**src/hdl/mcr_pkg.sv**
```systemverilog
// shared types and constants of the midpoint circle rasterizer
package mcr_pkg;

  localparam int unsigned CoordW    = 12;
  localparam int unsigned RadiusW   = 10;
  localparam int unsigned DecW      = 14;
  localparam int unsigned ColorW    = 16;
  localparam int unsigned ColW      = 9;
  localparam int unsigned RowW      = 8;
  localparam int unsigned CfgIndexW = 3;
  localparam int unsigned CfgDataW  = 16;
  localparam int unsigned QueueDepth = 2;

  localparam logic [CfgIndexW-1:0] REG_CENTER_X = 3'd0;
  localparam logic [CfgIndexW-1:0] REG_CENTER_Y = 3'd1;
  localparam logic [CfgIndexW-1:0] REG_RADIUS   = 3'd2;
  localparam logic [CfgIndexW-1:0] REG_COLOR    = 3'd3;
  localparam logic [CfgIndexW-1:0] REG_FILL     = 3'd4;

  typedef struct packed {
    logic [CoordW-1:0]  center_x;
    logic [CoordW-1:0]  center_y;
    logic [RadiusW-1:0] radius;
    logic [ColorW-1:0]  color;
    logic               fill;
  } cfg_t;

  typedef struct packed {
    logic [RadiusW-1:0] x;
    logic [RadiusW-1:0] y;
    logic               empty;
    logic               done;
  } job_t;

endpackage

```
**src/hdl/mcr_front.sv**
```systemverilog
// front part: takes tick items, runs the midpoint iteration, queues jobs
module mcr_front (
  input  logic          clk_i,
  input  logic          rst_ni,
  input  mcr_pkg::cfg_t cfg_i,
  input  logic          accept_i,
  input  logic          restart_i,
  output logic          push_o,
  output mcr_pkg::job_t job_o
);
  import mcr_pkg::*;

  logic                   busy_q, busy_d;
  logic [RadiusW-1:0]     x_q, y_q, x_cur, y_cur;
  logic [DecW-1:0]        d_q, d_cur, d_next;
  logic                   active, empty, ok_next, done, d_neg;
  logic [DecW-1:0]        x4, y4;
  logic signed [CoordW-1:0] nx, ny;

  always_comb begin
    x_cur = restart_i ? '0 : x_q;
    y_cur = restart_i ? cfg_i.radius : y_q;
    d_cur = restart_i ? (DecW'(3) - {3'b000, cfg_i.radius, 1'b0}) : d_q;
    active = restart_i || busy_q;
    empty = cfg_i.fill ? !(x_cur <= y_cur) : !(x_cur < y_cur);
    x4 = {2'b00, x_cur, 2'b00};
    y4 = {2'b00, y_cur, 2'b00};
    d_neg = d_cur[DecW-1];
    d_next = d_neg ? (d_cur + x4 + DecW'(6)) : (d_cur + (x4 - y4) + DecW'(10));
    nx = $signed({2'b00, x_cur}) + CoordW'(1);
    ny = $signed({2'b00, y_cur}) - (d_neg ? CoordW'(0) : CoordW'(1));
    ok_next = cfg_i.fill ? (nx <= ny) : (nx < ny);
    done = empty || !ok_next;
    busy_d = busy_q;
    if (accept_i && active) begin
      busy_d = !done;
    end
  end

  assign push_o = accept_i && active;
  assign job_o = '{x: x_cur, y: y_cur, empty: empty, done: done};

  always_ff @(posedge clk_i or negedge rst_ni) begin
    if (!rst_ni) begin
      busy_q <= 1'b0;
      x_q    <= '0;
      y_q    <= '0;
      d_q    <= '0;
    end else begin
      busy_q <= busy_d;
      if (push_o && !empty) begin
        x_q <= nx[RadiusW-1:0];
        y_q <= ny[RadiusW-1:0];
        d_q <= d_next;
      end
    end
  end

endmodule

```
**src/hdl/mcr_queue.sv**
```systemverilog
// short job queue between front and back
module mcr_queue (
  input  logic          clk_i,
  input  logic          rst_ni,
  input  logic          push_i,
  input  mcr_pkg::job_t job_i,
  output logic          full_o,
  input  logic          pop_i,
  output logic          valid_o,
  output mcr_pkg::job_t job_o
);
  import mcr_pkg::*;

  localparam int unsigned PtrW = $clog2(QueueDepth);
  localparam int unsigned CntW = $clog2(QueueDepth + 1);

  job_t            mem_q [QueueDepth];
  logic [PtrW-1:0] wr_q, rd_q;
  logic [CntW-1:0] cnt_q;
  logic            do_push, do_pop;

  assign full_o  = (cnt_q == CntW'(QueueDepth));
  assign valid_o = (cnt_q != '0);
  assign job_o   = mem_q[rd_q];
  assign do_push = push_i && !full_o;
  assign do_pop  = pop_i && valid_o;

  always_ff @(posedge clk_i) begin
    if (do_push) begin
      mem_q[wr_q] <= job_i;
    end
  end

  always_ff @(posedge clk_i or negedge rst_ni) begin
    if (!rst_ni) begin
      wr_q  <= '0;
      rd_q  <= '0;
      cnt_q <= '0;
    end else begin
      if (do_push) begin
        wr_q <= (wr_q == PtrW'(QueueDepth - 1)) ? '0 : wr_q + PtrW'(1);
      end
      if (do_pop) begin
        rd_q <= (rd_q == PtrW'(QueueDepth - 1)) ? '0 : rd_q + PtrW'(1);
      end
      unique case ({do_push, do_pop})
        2'b10:   cnt_q <= cnt_q + CntW'(1);
        2'b01:   cnt_q <= cnt_q - CntW'(1);
        default: cnt_q <= cnt_q;
      endcase
    end
  end

endmodule

```
**src/hdl/mcr_back.sv**
```systemverilog
// back part: expands a job into mirrored points or spans, clips, registers output
module mcr_back #(
  parameter int unsigned SCREEN_W = 320,
  parameter int unsigned SCREEN_H = 240
) (
  input  logic                       clk_i,
  input  logic                       rst_ni,
  input  mcr_pkg::cfg_t              cfg_i,
  input  logic                       job_valid_i,
  input  mcr_pkg::job_t              job_i,
  output logic                       pop_o,
  output logic                       out_valid_o,
  input  logic                       out_ready_i,
  output logic [mcr_pkg::ColW-1:0]   span_left_o,
  output logic [mcr_pkg::ColW-1:0]   span_right_o,
  output logic [mcr_pkg::RowW-1:0]   span_row_o,
  output logic [mcr_pkg::ColorW-1:0] span_color_o,
  output logic                       visible_o,
  output logic                       circle_done_o,
  output logic                       run_last_o
);
  import mcr_pkg::*;

  localparam int unsigned SW = CoordW + 1;
  localparam logic signed [SW-1:0] ScrW = SW'(SCREEN_W);
  localparam logic signed [SW-1:0] ScrH = SW'(SCREEN_H);

  logic [2:0]             k_q;
  logic                   fire, last, swap, row_neg, col_neg, vis;
  logic [RadiusW-1:0]     col_off, row_off;
  logic signed [SW-1:0]   cxe, cye, coff, roff, left, right, row, left_c, right_c;
  logic                   out_valid_q;
  logic [ColW-1:0]        left_q, right_q;
  logic [RowW-1:0]        row_q;
  logic [ColorW-1:0]      color_q;
  logic                   vis_q, done_q, last_q;

  always_comb begin
    if (job_i.empty) begin
      last = 1'b1;
    end else if (cfg_i.fill) begin
      last = (k_q == 3'd3);
    end else begin
      last = (k_q == 3'd7);
    end
    swap    = cfg_i.fill ? k_q[1] : k_q[2];
    row_neg = cfg_i.fill ? k_q[0] : k_q[1];
    col_neg = !cfg_i.fill && k_q[0];
    col_off = swap ? job_i.y : job_i.x;
    row_off = swap ? job_i.x : job_i.y;
    cxe  = $signed({cfg_i.center_x[CoordW-1], cfg_i.center_x});
    cye  = $signed({cfg_i.center_y[CoordW-1], cfg_i.center_y});
    coff = $signed({3'b000, col_off});
    roff = $signed({3'b000, row_off});
    if (cfg_i.fill) begin
      left  = cxe - coff;
      right = cxe + coff;
    end else begin
      left  = col_neg ? (cxe - coff) : (cxe + coff);
      right = left;
    end
    row = row_neg ? (cye - roff) : (cye + roff);
    vis = !job_i.empty && !row[SW-1] && (row < ScrH) && !right[SW-1] && (left < ScrW);
    left_c  = left[SW-1] ? '0 : left;
    right_c = (right > ScrW - SW'(1)) ? (ScrW - SW'(1)) : right;
  end

  assign fire  = job_valid_i && (!out_valid_q || out_ready_i);
  assign pop_o = fire && last;

  always_ff @(posedge clk_i or negedge rst_ni) begin
    if (!rst_ni) begin
      k_q         <= '0;
      out_valid_q <= 1'b0;
    end else begin
      if (fire) begin
        k_q <= last ? '0 : k_q + 3'd1;
      end
      if (fire) begin
        out_valid_q <= 1'b1;
      end else if (out_ready_i) begin
        out_valid_q <= 1'b0;
      end
    end
  end

  always_ff @(posedge clk_i) begin
    if (fire) begin
      left_q  <= vis ? left_c[ColW-1:0] : '0;
      right_q <= vis ? right_c[ColW-1:0] : '0;
      row_q   <= vis ? row[RowW-1:0] : '0;
      color_q <= cfg_i.color;
      vis_q   <= vis;
      done_q  <= last && job_i.done;
      last_q  <= last;
    end
  end

  assign out_valid_o   = out_valid_q;
  assign span_left_o   = left_q;
  assign span_right_o  = right_q;
  assign span_row_o    = row_q;
  assign span_color_o  = color_q;
  assign visible_o     = vis_q;
  assign circle_done_o = done_q;
  assign run_last_o    = last_q;

endmodule

```
**src/hdl/midpoint_circle_rasterizer.sv**
```systemverilog
// top level of the midpoint circle rasterizer
// usage:
// - write center, radius, color and fill mode through cfg_we_i / cfg_index_i /
//   cfg_data_i while the block is idle; a write takes effect at the next edge
// - each item on the input channel is one tick; restart_i = 1 starts a new circle
//   from the registers, restart_i = 0 advances the running circle by one iteration
// - a tick gives eight points (outline), four spans (fill), one invisible done item
//   (empty loop) or nothing (not busy), one result per cycle while out_ready_i is high
// - run_last_o marks the last result of a tick, circle_done_o the last of a circle
// a tick's job is stored in the job queue, its results in the output register
// throughput: one result per cycle while out_ready_i is high, set by the single output
//   register of the back part; an outline tick takes eight results, a fill tick four
// a two-entry job queue lets ticks be taken while the back part is still busy
// reset clears the registers, the iteration state, the job queue and out_valid_o
// when out_ready_i is low the output item holds; the queue fills and then
//   in_ready_o drops until the back part moves again
module midpoint_circle_rasterizer #(
  parameter int unsigned SCREEN_W = 320,
  parameter int unsigned SCREEN_H = 240
) (
  input  logic                          clk_i,
  input  logic                          rst_ni,
  input  logic                          cfg_we_i,
  input  logic [mcr_pkg::CfgIndexW-1:0] cfg_index_i,
  input  logic [mcr_pkg::CfgDataW-1:0]  cfg_data_i,
  input  logic                          in_valid_i,
  output logic                          in_ready_o,
  input  logic                          restart_i,
  output logic                          out_valid_o,
  input  logic                          out_ready_i,
  output logic [mcr_pkg::ColW-1:0]      span_left_o,
  output logic [mcr_pkg::ColW-1:0]      span_right_o,
  output logic [mcr_pkg::RowW-1:0]      span_row_o,
  output logic [mcr_pkg::ColorW-1:0]    span_color_o,
  output logic                          visible_o,
  output logic                          circle_done_o,
  output logic                          run_last_o
);
  import mcr_pkg::*;

  cfg_t cfg_q;
  job_t push_job, head_job;
  logic accept, push, full, pop, head_valid;

  always_ff @(posedge clk_i or negedge rst_ni) begin
    if (!rst_ni) begin
      cfg_q <= '0;
    end else if (cfg_we_i) begin
      unique case (cfg_index_i)
        REG_CENTER_X: cfg_q.center_x <= cfg_data_i[CoordW-1:0];
        REG_CENTER_Y: cfg_q.center_y <= cfg_data_i[CoordW-1:0];
        REG_RADIUS:   cfg_q.radius   <= cfg_data_i[RadiusW-1:0];
        REG_COLOR:    cfg_q.color    <= cfg_data_i[ColorW-1:0];
        REG_FILL:     cfg_q.fill     <= cfg_data_i[0];
        default:      cfg_q          <= cfg_q;
      endcase
    end
  end

  assign in_ready_o = !full;
  assign accept     = in_valid_i && in_ready_o;

  mcr_front u_front (
    .clk_i     (clk_i),
    .rst_ni    (rst_ni),
    .cfg_i     (cfg_q),
    .accept_i  (accept),
    .restart_i (restart_i),
    .push_o    (push),
    .job_o     (push_job)
  );

  mcr_queue u_queue (
    .clk_i   (clk_i),
    .rst_ni  (rst_ni),
    .push_i  (push),
    .job_i   (push_job),
    .full_o  (full),
    .pop_i   (pop),
    .valid_o (head_valid),
    .job_o   (head_job)
  );

  mcr_back #(
    .SCREEN_W (SCREEN_W),
    .SCREEN_H (SCREEN_H)
  ) u_back (
    .clk_i         (clk_i),
    .rst_ni        (rst_ni),
    .cfg_i         (cfg_q),
    .job_valid_i   (head_valid),
    .job_i         (head_job),
    .pop_o         (pop),
    .out_valid_o   (out_valid_o),
    .out_ready_i   (out_ready_i),
    .span_left_o   (span_left_o),
    .span_right_o  (span_right_o),
    .span_row_o    (span_row_o),
    .span_color_o  (span_color_o),
    .visible_o     (visible_o),
    .circle_done_o (circle_done_o),
    .run_last_o    (run_last_o)
  );

endmodule

```
**config.mk**
```make
export PLATFORM = sky130hd
export DESIGN_NAME = midpoint_circle_rasterizer
export DESIGN_NICKNAME = d
export VERILOG_FILES = /design/src/hdl/mcr_pkg.sv /design/src/hdl/mcr_front.sv /design/src/hdl/mcr_queue.sv /design/src/hdl/mcr_back.sv /design/src/hdl/midpoint_circle_rasterizer.sv
export SDC_FILE = /design/constraint.sdc
export NUM_CORES = 1
export LEC_CHECK = 0
export BUFFER_PORTS_ARGS = -buffer_cell sky130_fd_sc_hd__clkbuf_2
export CORE_MARGIN = 1
export CORE_UTILIZATION = 39
export CTS_CLUSTER_DIAMETER = 150
export DETAILED_ROUTE_END_ITERATION = 6
export PLACE_DENSITY = 0.57
export SETUP_SLACK_MARGIN = 0.05
export SLEW_MARGIN = 15
export SYNTH_ARGS = -nofsm -noshare
export SYNTH_HDL_FRONTEND = slang
export SYNTH_SLANG_ARGS = --single-unit
```
**constraint.sdc**
```tcl
create_clock -name clk_i -period 14.04 [get_ports clk_i]
set_input_delay 2.808 -clock clk_i [delete_from_list [all_inputs] [get_ports clk_i]]
set_output_delay 2.808 -clock clk_i [all_outputs]
set_load 0.01 [all_outputs]
```
==> reports/metrics.cfg, run 1 <==
[outcome]
status = finished, final reports clean

[floorplan]
fp.dieW_um = 177
row_count = 63
die_h_um = 177
design.die.area_mm2 = 0.0313
start_util_pct = 39.9
ios = 72
coreArea_mm2 = 0.0299

[yosys]
synth_fp_nets = 1245
synth_top_family_by_area = simple AND/OR/NAND/NOR gates
ys_async_sr_fraction_pct = 51.1
yosys-mux-area-fraction_pct = 12.1
yosysWarnings = 0
synth_compound_gate_area_share_pct = 12.1
ys_seq_area_share_pct = 41.9
synth_cell_type_count = 76
yosys.area.top_type = edfxtp_1
synthTopCellsByCount = ha_1 (103), dfrtp_1 (93), edfxtp_1 (89), nand2_1 (80), nor2_1 (80)
avgSynthCellArea_um2 = 10.7
synth-simple-area-share_pct = 12.2
synth_edf_count = 89
synthAdderAreaFrac_pct = 11.8
ys_ff_latch = 182
yosysMostFrequentCell = ha_1
synth_ff_type = dfrtp_1
synth_top_area_share_pct = 22.4
syn-cell-area_mm2 = 0.0119
synthCells = 1111
synth_xor_area_share_pct = 5.87
ys_top_cells_by_area = edfxtp_1 (22%), dfrtp_1 (20%), ha_1 (11%)

[clocking]
hold_buffers = 0
cts_buffer_depth = 2
cts_root_buffer = clkbuf_16
cts_max_level = 4
path_clk_slew_ns = 0.09
ctsResizeCount = 0
clk-insertion-delay-late_ns = 0.44
post_cts_buffers = 0
tritoncts = done
clock-sinks = 182
cts_buffers = 17

[worst_setup_path]
critPathMaxFanout = 39
required_ns = 14.37
worstPathCellList = clkbuf_2 -> buf_4 -> mux2i_1 -> ha_1 -> a21o_1 -> a21o_1 -> a21o_1 -> a21oi_1 -> xnor2_1 -> ha_1 -> ha_1 -> o41ai_1 -> o21a_1 -> o21ai_0 -> xnor2_1 -> nor3b_1 -> a211o_1
arrival_ns = 7.06
worstSetupPathType = primary input to flop
cpPeakStageDelay_ns = 0.55
cp-end-kind = flop
slowest_stage = o41ai_1
startpoint_type = primary input

[global_route]
overflow = 0
grt_pass1_vias = 8196
grtUsageMet3_pct = 2.43
antenna_found_initial = 0
grt_busiest_layer = met2
grt_pass1_wl_um = 45400
met1_usage_pct = 25.4
globalRouteMet2Util_pct = 31.7
grt_max_degree = 61
track_usage_pct = 18.8

[timing]
max_freq_ghz = 0.149
final_hold_viol_count = 0
timing.hold.ws_ns = 0.431
slew_headroom_pct = 25.6
post-route-period-util_pct = 47.9
tightest_slew_ns = 1.12
final.min_clock_period_ns = 6.73
drv_slew = 0
skew_ns = 0.0179
fin_tns_setup_ns = 0
rsz0062_at_grt = no
setup_viol_count_final = 0

[finish]
drive_gt1_share_pct = 18.4
antenna_cells = 0
area_delta_synth_final_pct = 11.1
layout.nets = 1300

[power_and_ir_drop]
vdd_drop_max_mv = 0.165
p_per_area_mw_per_mm2 = 255
power.total_mw = 3.38
p_leak_nw = 5.70

[placement]
gp_congestion = 0.880
io_buffers = 71
hpwl_um = 21500

[flow_run]
maxCapViolCount = 0

[routing]
ant_nets = 0
drt_iter0_drc = 555
wl_per_cell_um = 17.9
drc = 0
routed_wl_um = 28100
first_pass_iters = 5
via_count = 8433
viasPerCell = 5.37

[worst_hold_path]
hold_path.class = flop to flop

through the flow:
stage,std cells,setup slack [ns],utilization (%),cell area [um^2]
5_1_grt,1569,6.95,44.4,13300
2_1_floorplan,1111,6.82,-,11900
3_5_place_dp,1537,6.87,42.2,12600
4_1_cts,1569,7.33,44.3,13200
6_report,1569,7.31,44.4,13300
3_3_place_gp,1537,6.95,42.2,12600
report_power, final:
| part | switching (mW) | total (mW) | leakage (nW) | internal (mW) |
|---|---|---|---|---|
| registers | 0.105 | 0.855 | 2.00 | 0.749 |
| clock network | 0.254 | 0.502 | 0.304 | 0.248 |
| logic | 1.18 | 2.02 | 3.40 | 0.840 |
worst paths after layout:
kind | startpoint | end | slack [ns] | cells after the start
worst max register to register | u_queue.rd_q | u_back.span_left_o[1] | 8.49 | 15
max in group asynchronous | rst_ni | cfg_q[38] | 10.52 | 2
worst min register to register | cfg_q[1] | u_back.span_color_o[0] | 0.43 | 0
worst max-delay path | restart_i | u_front.d_q[13] | 7.31 | 17
min in group asynchronous | rst_ni | u_front.busy_q | 2.36 | 1
worst min-delay path | cfg_q[1] | u_back.span_color_o[0] | 0.43 | 0
registers in the layout (all words and copies together) (netlist names), 2 cells and up:
signal               count
cfg_q                   51
u_queue.mem_q           44
u_back.span_color_o     16
u_front.d_q             13
u_front.x_q             10
u_front.y_q             10
u_back.span_left_o       9
u_back.span_right_o      9
u_back.span_row_o        8
u_back.k_q               3
u_queue.cnt_q            2
layout by cell type (no fill, tap or decap), types with 16 or more instances in the layout:
master,instances
nor2_1,78
clkbuf_2,70
mux2i_1,28
inv_1,70
mux4_2,20
a21o_1,19
nand3_1,21
dfrtp_1,93
ha_1,103
edfxtp_1,89
nor3_1,22
a21oi_1,51
nor2b_1,16
nand2_1,80
xor2_1,32
mux2_2,62
o21ai_0,71
clkbuf_16,17
xnor2_1,48
final cells by class:
class,count,area (um^2)
fillers,2824,16600
multi-input cells,817,6470
flip-flops and latches,182,5000
well taps,390,488
clock buffers,17,425
repair buffers,77,403
inverters,71,267
clock inverters,15,201
cells by family after synthesis:
logic type | Yosys count
compound gates | 223
simple gates | 294
buf+inv | 112
fa+ha+maj | 109
flops | 182
mux | 111
xor+xnor | 80
critical path: cells and delay by family:
kind            cells  cell delay (ns)
mux                 1             0.53
xor+xnor            2             0.34
fa+ha+maj           3             0.83
simple gates        1             0.06
buf+inv             2             0.49
compound gates      8             1.97
routing by layer:
metal	share of wire (%)	up-vias	routed length, um
li1	-	4153	-
met1	47	4056	13300
met2	48	202	13500
met3	3.5	22	995
met4	1.3	0	376
met5	0	-	0
Power figures use the tool's default switching activity.
==> run 2: changes to the inputs <==
--- a/config.mk
+++ b/config.mk
@@ -10,7 +10,7 @@
 export CORE_UTILIZATION = 39
 export CTS_CLUSTER_DIAMETER = 150
 export DETAILED_ROUTE_END_ITERATION = 6
-export PLACE_DENSITY = 0.57
+export PLACE_DENSITY = 0.59
 export SETUP_SLACK_MARGIN = 0.05
 export SLEW_MARGIN = 15
 export SYNTH_ARGS = -nofsm -noshare
==> constraint.sdc (replaced) <==
create_clock -name clk_i -period 5.53 [get_ports clk_i]
set_input_delay 1.106 -clock clk_i [delete_from_list [all_inputs] [get_ports clk_i]]
set_output_delay 1.106 -clock clk_i [all_outputs]
set_load 0.01 [all_outputs]
==> run 2 against run 1 <==
Effect of this change: non-clock buffer count rose by 18; combinational power rose to 2.6 times the previous value; global-route usage rose by 0.17 points; design area rose by 1.1%; clock power rose to 2.5 times the previous value; via count rose by 1.3%; hold slack improved by 0.013 ns; setup slack got worse by 6.7 ns; highest routed layer unchanged.
==> reports/metrics.cfg, run 2 (synthesis results as in run 1) <==
[global_route]
grtUsageMet3_pct = 2.68  ; +0.26 points
grt_max_degree = 61  ; unchanged
globalRouteMet2Util_pct = 31.7  ; +0.033 points
met1_usage_pct = 25.3  ; -0.10 points
antenna_found_initial = 0  ; unchanged
grt_pass1_vias = 8281  ; +1.0%
overflow = 0  ; unchanged
track_usage_pct = 18.9  ; +0.17 points
grt_pass1_wl_um = 45700  ; +0.81%
grt_busiest_layer = met2

[floorplan]
coreArea_mm2 = 0.0299  ; unchanged
die_h_um = 177  ; unchanged
start_util_pct = 39.9  ; unchanged
row_count = 63  ; unchanged
ios = 72  ; unchanged
design.die.area_mm2 = 0.0313  ; unchanged
fp.dieW_um = 177  ; unchanged

[timing]
final.min_clock_period_ns = 4.90
fin_tns_setup_ns = 0  ; unchanged
final_hold_viol_count = 0  ; unchanged
setup_viol_count_final = 0  ; unchanged
timing.hold.ws_ns = 0.445  ; +0.0134 ns
tightest_slew_ns = 1.13  ; +0.0192 ns
max_freq_ghz = 0.204
post-route-period-util_pct = 88.7
slew_headroom_pct = 24.3  ; -1.3 points
rsz0062_at_grt = no
final.setup.worst_slack_ns = 0.627  ; -6.68 ns
drv_slew = 0  ; unchanged
skew_ns = 0.0173  ; -0.000588 ns

[finish]
largest_reg_flops = 51  ; unchanged
area_delta_synth_final_pct = 12.2
final_area_mm2 = 0.0134  ; +1.1%
multiInputGateArea_mm2 = 0.00646  ; about the same
final_common_cell = ha_1
drive_gt1_share_pct = 19.6  ; +1.2 points
layout_common_cells = ha_1 (103), dfrtp_1 (93), edfxtp_1 (89), nand2_1 (80), nor2_1 (78)
layout.nets = 1318  ; +1.4%
layout.cells.non_filler = 1587  ; +1.1%
seq_area_mm2 = 0.00500  ; unchanged
antenna_cells = 0  ; unchanged
fin_util_pct = 44.8  ; +0.48 points
nFillCells = 2853  ; +1.0%
top_register = cfg_q

[clocking]
post_cts_buffers = 0  ; unchanged
ctsResizeCount = 0  ; unchanged
hold_buffers = 0  ; unchanged
path_clk_slew_ns = 0.09  ; about the same
cts_buffer_depth = 2  ; unchanged
clock-sinks = 182  ; unchanged
clk-insertion-delay-late_ns = 0.44  ; about the same
cts_root_buffer = clkbuf_16
cts_max_level = 4  ; unchanged
cts_buffers = 17  ; unchanged
tritoncts = done

[worst_setup_path]
worstSetupPathType = flop to flop
startpoint_type = flop
arrival_ns = 5.15  ; -1.91 ns
critPathMaxFanout = 25  ; -36%
cp-end-kind = flop
required_ns = 5.77  ; -8.60 ns

[routing]
routed_wl_um = 28900  ; +2.8%
first_pass_iters = 5  ; unchanged
drc = 0  ; unchanged
viasPerCell = 5.38  ; +0.16%
via_count = 8543  ; +1.3%
drt_iter0_drc = 380  ; -32%
ant_nets = 0  ; unchanged
wl_per_cell_um = 18.2  ; +1.6%

[worst_hold_path]
hold_path.class = flop to flop

[placement]
io_buffers = 71  ; unchanged
dpl_cell_area_mm2 = 0.0128  ; +1.2%
dp_slack_ns = 0.397  ; -6.47 ns
gp_congestion = 0.901  ; +2.4%
dp_cells = 1555  ; +1.2%
hpwl_um = 22100  ; +3.0%

[power_and_ir_drop]
p_leak_nw = 5.80  ; +1.6%
vdd_drop_max_mv = 0.312  ; +89%
power.total_mw = 8.65  ; +160%
p_per_area_mw_per_mm2 = 646  ; +150%

[outcome]
status = finished, final reports clean

[flow_run]
maxCapViolCount = 0  ; unchanged

run 2: changes by cell type in the layout (fill, tap and decap cells not counted), sizes merged:
cell and change:
buf +18, clkinv +4, inv -4
run 2: final cells by class:
class                           instances  area share (%)
Sequential cell                       182            37.3
Multi-Input combinational cell        817            48.2
Clock buffer                           17            3.18
Inverter                               71            1.99
Clock inverter                         15            1.50
Tap cell                              390            3.64
Timing Repair Buffer                   95            4.11
run 2: worst max-delay path, cell delays in order (launching register included):
cell and delay, ns:
dfrtp_1 0.57, buf_4 0.23, mux4_2 0.57, inv_1 0.12, ha_1 0.23, mux2i_1 0.37
ha_1 0.32, nor2b_1 0.14, o31a_1 0.30, o31ai_1 0.33, a21oi_1 0.17, xnor2_1 0.26
nor3_1 0.11, nor4_2 0.31, nand2_1 0.10, buf_4 0.24, nor4_1 0.33
run 2: routing by layer:
metal  part of all wire, %  vias up
met3                   3.9       33
met4                   2.0        0
li1                      -     4196
met1                    47     4109
met5                     0        -
met2                    47      205
run 2: path summary, 6_finish.rpt:
path,from,slack [ns],endpoint,depth (start not counted)
min in group asynchronous,rst_ni,0.67,cfg_q[50],1
max reg2reg,u_queue.rd_q,0.63,u_back.span_left_o[3],16
min reg2reg,cfg_q[14],0.44,u_back.span_color_o[13],0
max in group asynchronous,rst_ni,3.66,u_front.d_q[5],2
max,u_queue.rd_q,0.63,u_back.span_left_o[3],16
min,cfg_q[14],0.44,u_back.span_color_o[13],0
run 2: where the power goes:
group	leakage, nW	internal (mW)	switching, mW
registers	2.00	1.90	0.270
clock network	0.300	0.623	0.633
logic	3.49	2.18	3.05
total	5.80	4.70	3.95
==> run 3: changes to the inputs <==
--- a/config.mk
+++ b/config.mk
@@ -5,12 +5,12 @@
 export SDC_FILE = /design/constraint.sdc
 export NUM_CORES = 1
 export LEC_CHECK = 0
-export BUFFER_PORTS_ARGS = -buffer_cell sky130_fd_sc_hd__clkbuf_2
 export CORE_MARGIN = 1
 export CORE_UTILIZATION = 39
 export CTS_CLUSTER_DIAMETER = 150
 export DETAILED_ROUTE_END_ITERATION = 6
-export PLACE_DENSITY = 0.59
+export DONT_BUFFER_PORTS = 1
+export PLACE_DENSITY = 0.57
 export SETUP_SLACK_MARGIN = 0.05
 export SLEW_MARGIN = 15
 export SYNTH_ARGS = -nofsm -noshare
==> run 3 against run 2 <==
Effect of this change: first-iteration DRC count up 39%; sequential power up 4%; core utilization is 1.5 points lower; routed wire length up 0.64%; clock-buffer cell count is the same; via count shrank 2.8%; global-route usage increased by 0.57 points; clock skew is 0.0014 ns lower; maximum frequency shrank 2.1%; critical endpoint is now u_back.span_row_o[6]; largest power group unchanged.
==> reports/metrics.cfg, run 3 (synthesis results as in run 1) <==
[outcome]
status = finished, final reports clean

[finish]
nFillCells = 2804  ; -1.7%
layout_common_cells = ha_1 (103), dfrtp_1 (93), edfxtp_1 (89), nand2_1 (80), nor2_1 (78)
antenna_cells = 0  ; unchanged
drive_gt1_share_pct = 14.0  ; -5.7 points
largest_reg_flops = 51  ; unchanged
final_common_cell = ha_1
layout.nets = 1239  ; -6.0%
area_delta_synth_final_pct = 8.43
top_register = cfg_q
fin_util_pct = 43.3  ; -1.5 points

[worst_hold_path]
hold_path.class = primary input to async pin

[timing]
rsz0062_at_grt = no
skew_ns = 0.0159  ; -0.00135 ns
tightest_slew_ns = 1.19  ; +0.0576 ns
setup_viol_count_final = 0  ; unchanged
slew_headroom_pct = 20.5  ; -3.8 points
drv_slew = 0  ; unchanged
final.min_clock_period_ns = 5.01  ; +0.106 ns
fin_tns_setup_ns = 0  ; unchanged
post-route-period-util_pct = 90.6  ; +1.9 points
final_hold_viol_count = 0  ; unchanged
max_freq_ghz = 0.200  ; -2.1%

[clocking]
cts_root_buffer = clkbuf_16
path_clk_slew_ns = 0.09  ; about the same
clk-insertion-delay-late_ns = 0.45  ; about the same
cts_max_level = 4  ; unchanged
cts_buffer_depth = 2  ; unchanged
cts_buffers = 17  ; unchanged
hold_buffers = 0  ; unchanged
post_cts_buffers = 0  ; unchanged
ctsResizeCount = 0  ; unchanged
clock-sinks = 182  ; unchanged
tritoncts = done

[worst_setup_path]
worstRegToRegCells = 15  ; -1
r2r_start = u_back.k_q[1]
r2r_slack_ns = 0.52  ; -0.11 ns
required_ns = 5.67  ; -0.10 ns
cp-end-kind = flop
startpoint_type = flop
arrival_ns = 5.15  ; about the same
worstSetupPathType = flop to flop
r2r-end = u_back.span_row_o[6]
critPathMaxFanout = 27  ; +8.0%

[power_and_ir_drop]
p_int_mw = 4.60  ; -2.1%
swShare_pct = 45.9  ; +0.31 points
netSwitchingPower_mw = 3.91  ; -0.92%
vdd_drop_max_mv = 0.371  ; +19%
pwr-share-comb_pct = 59.0  ; -1.4 points
p_leak_nw = 5.45  ; -6.0%
p_per_area_mw_per_mm2 = 658  ; +1.9%
p_clk_share_pct = 14.5  ; about the same
p_seq_share_pct = 26.5  ; +1.4 points

[floorplan]
ios = 72  ; unchanged
design.die.area_mm2 = 0.0313  ; unchanged
row_count = 63  ; unchanged
coreArea_mm2 = 0.0299  ; unchanged
start_util_pct = 39.9  ; unchanged
fp.dieW_um = 177  ; unchanged
die_h_um = 177  ; unchanged

[flow_run]
maxCapViolCount = 0  ; unchanged

[placement]
gp_congestion = 0.883  ; -2.0%
hpwl_um = 21900  ; -1.0%
io_buffers = 0  ; -100%

[routing]
routed_wl_um = 29100  ; +0.64%
viasPerCell = 5.51  ; +2.3%
drc = 0  ; unchanged
via_count = 8303  ; -2.8%
wl_per_cell_um = 19.3  ; +5.9%
ant_nets = 0  ; unchanged
first_pass_iters = 5  ; unchanged
drt_iter0_drc = 529  ; +39%

[global_route]
grt_pass1_vias = 8196  ; -1.0%
track_usage_pct = 19.5  ; +0.57 points
grt_pass1_wl_um = 46600  ; +1.8%
overflow = 0  ; unchanged
antenna_found_initial = 0  ; unchanged
grt_max_degree = 94  ; +54%

run 3: worst max path at each step:
stage | startpoint | endpoint | slack [ns] | depth (start not counted)
4_1_cts | u_back.k_q[2] | u_back.span_row_o[6] | 0.65 | 15
6_report | u_back.k_q[1] | u_back.span_row_o[6] | 0.52 | 15
5_1_grt | u_queue.rd_q | u_back.span_row_o[6] | 0.28 | 13
3_5_place_dp | u_back.k_q[2] | u_back.span_row_o[6] | 0.65 | 15
2_1_floorplan | restart_i | u_front.d_q[13] | 0.20 | 21
3_3_place_gp | u_back.k_q[2] | u_back.span_right_o[7] | 0.79 | 15
run 3: layout make-up:
type / instances / area [um^2] / area share (%)
sequential: 182 / 5000 / 38.6
multi-input combinational: 817 / 6460 / 49.9
tap: 390 / 488 / 3.77
clock inverter: 15 / 169 / 1.31
clock buffer: 17 / 425 / 3.29
inverter: 71 / 267 / 2.06
timing repair buffer: 16 / 133 / 1.03
run 3: per-stage QoR:
stage / hold WS (ns) / setup WS (ns) / std cells / total power, mW / area (um^2)
2_1_floorplan: 0.419 / 0.199 / 1111 / 6.18 / 11900
3_3_place_gp: 0.422 / 0.785 / 1476 / 7.24 / 12300
3_5_place_dp: 0.430 / 0.652 / 1476 / 7.27 / 12300
4_1_cts: 0.324 / 0.647 / 1508 / 8.54 / 12900
5_1_grt: 0.318 / 0.282 / 1508 / 9.25 / 12900
6_report: 0.341 / 0.521 / 1508 / 8.52 / 12900
run 3: power groups by stage:
stage	sequential [mW]	clock (mW)	combinational, mW
after detailed placement	2.29	0	4.98
after global routing	2.31	1.32	5.62
final	2.26	1.24	5.02
after floorplan	2.15	0	4.04
after global placement	2.28	0	4.97
after CTS	2.26	1.27	5.01
run 3: worst max-delay path: stages, from the launching register on:
cell and delay [ns]:
dfrtp_1 0.46, mux2i_2 0.16, buf_4 0.29, mux4_2 0.42
ha_1 0.24, inv_1 0.07, fa_1 0.22, nor2_1 0.08
o311ai_0 0.54, a41oi_1 0.34, mux2i_1 0.25, xnor2_1 0.15
a21oi_1 0.22, nor3b_2 0.09, o31ai_4 0.98, nor2_1 0.16
run 3: routing by layer:
metal / vias to the layer above / share of wire, % / GRT usage (%)
met2: 190 / 46 / 32.1
met4: 0 / 1.9 / 5.93
met5: - / 0 / 0
met3: 34 / 3.6 / 3.16
li1: 4037 / - / -
met1: 4042 / 48 / 26.2
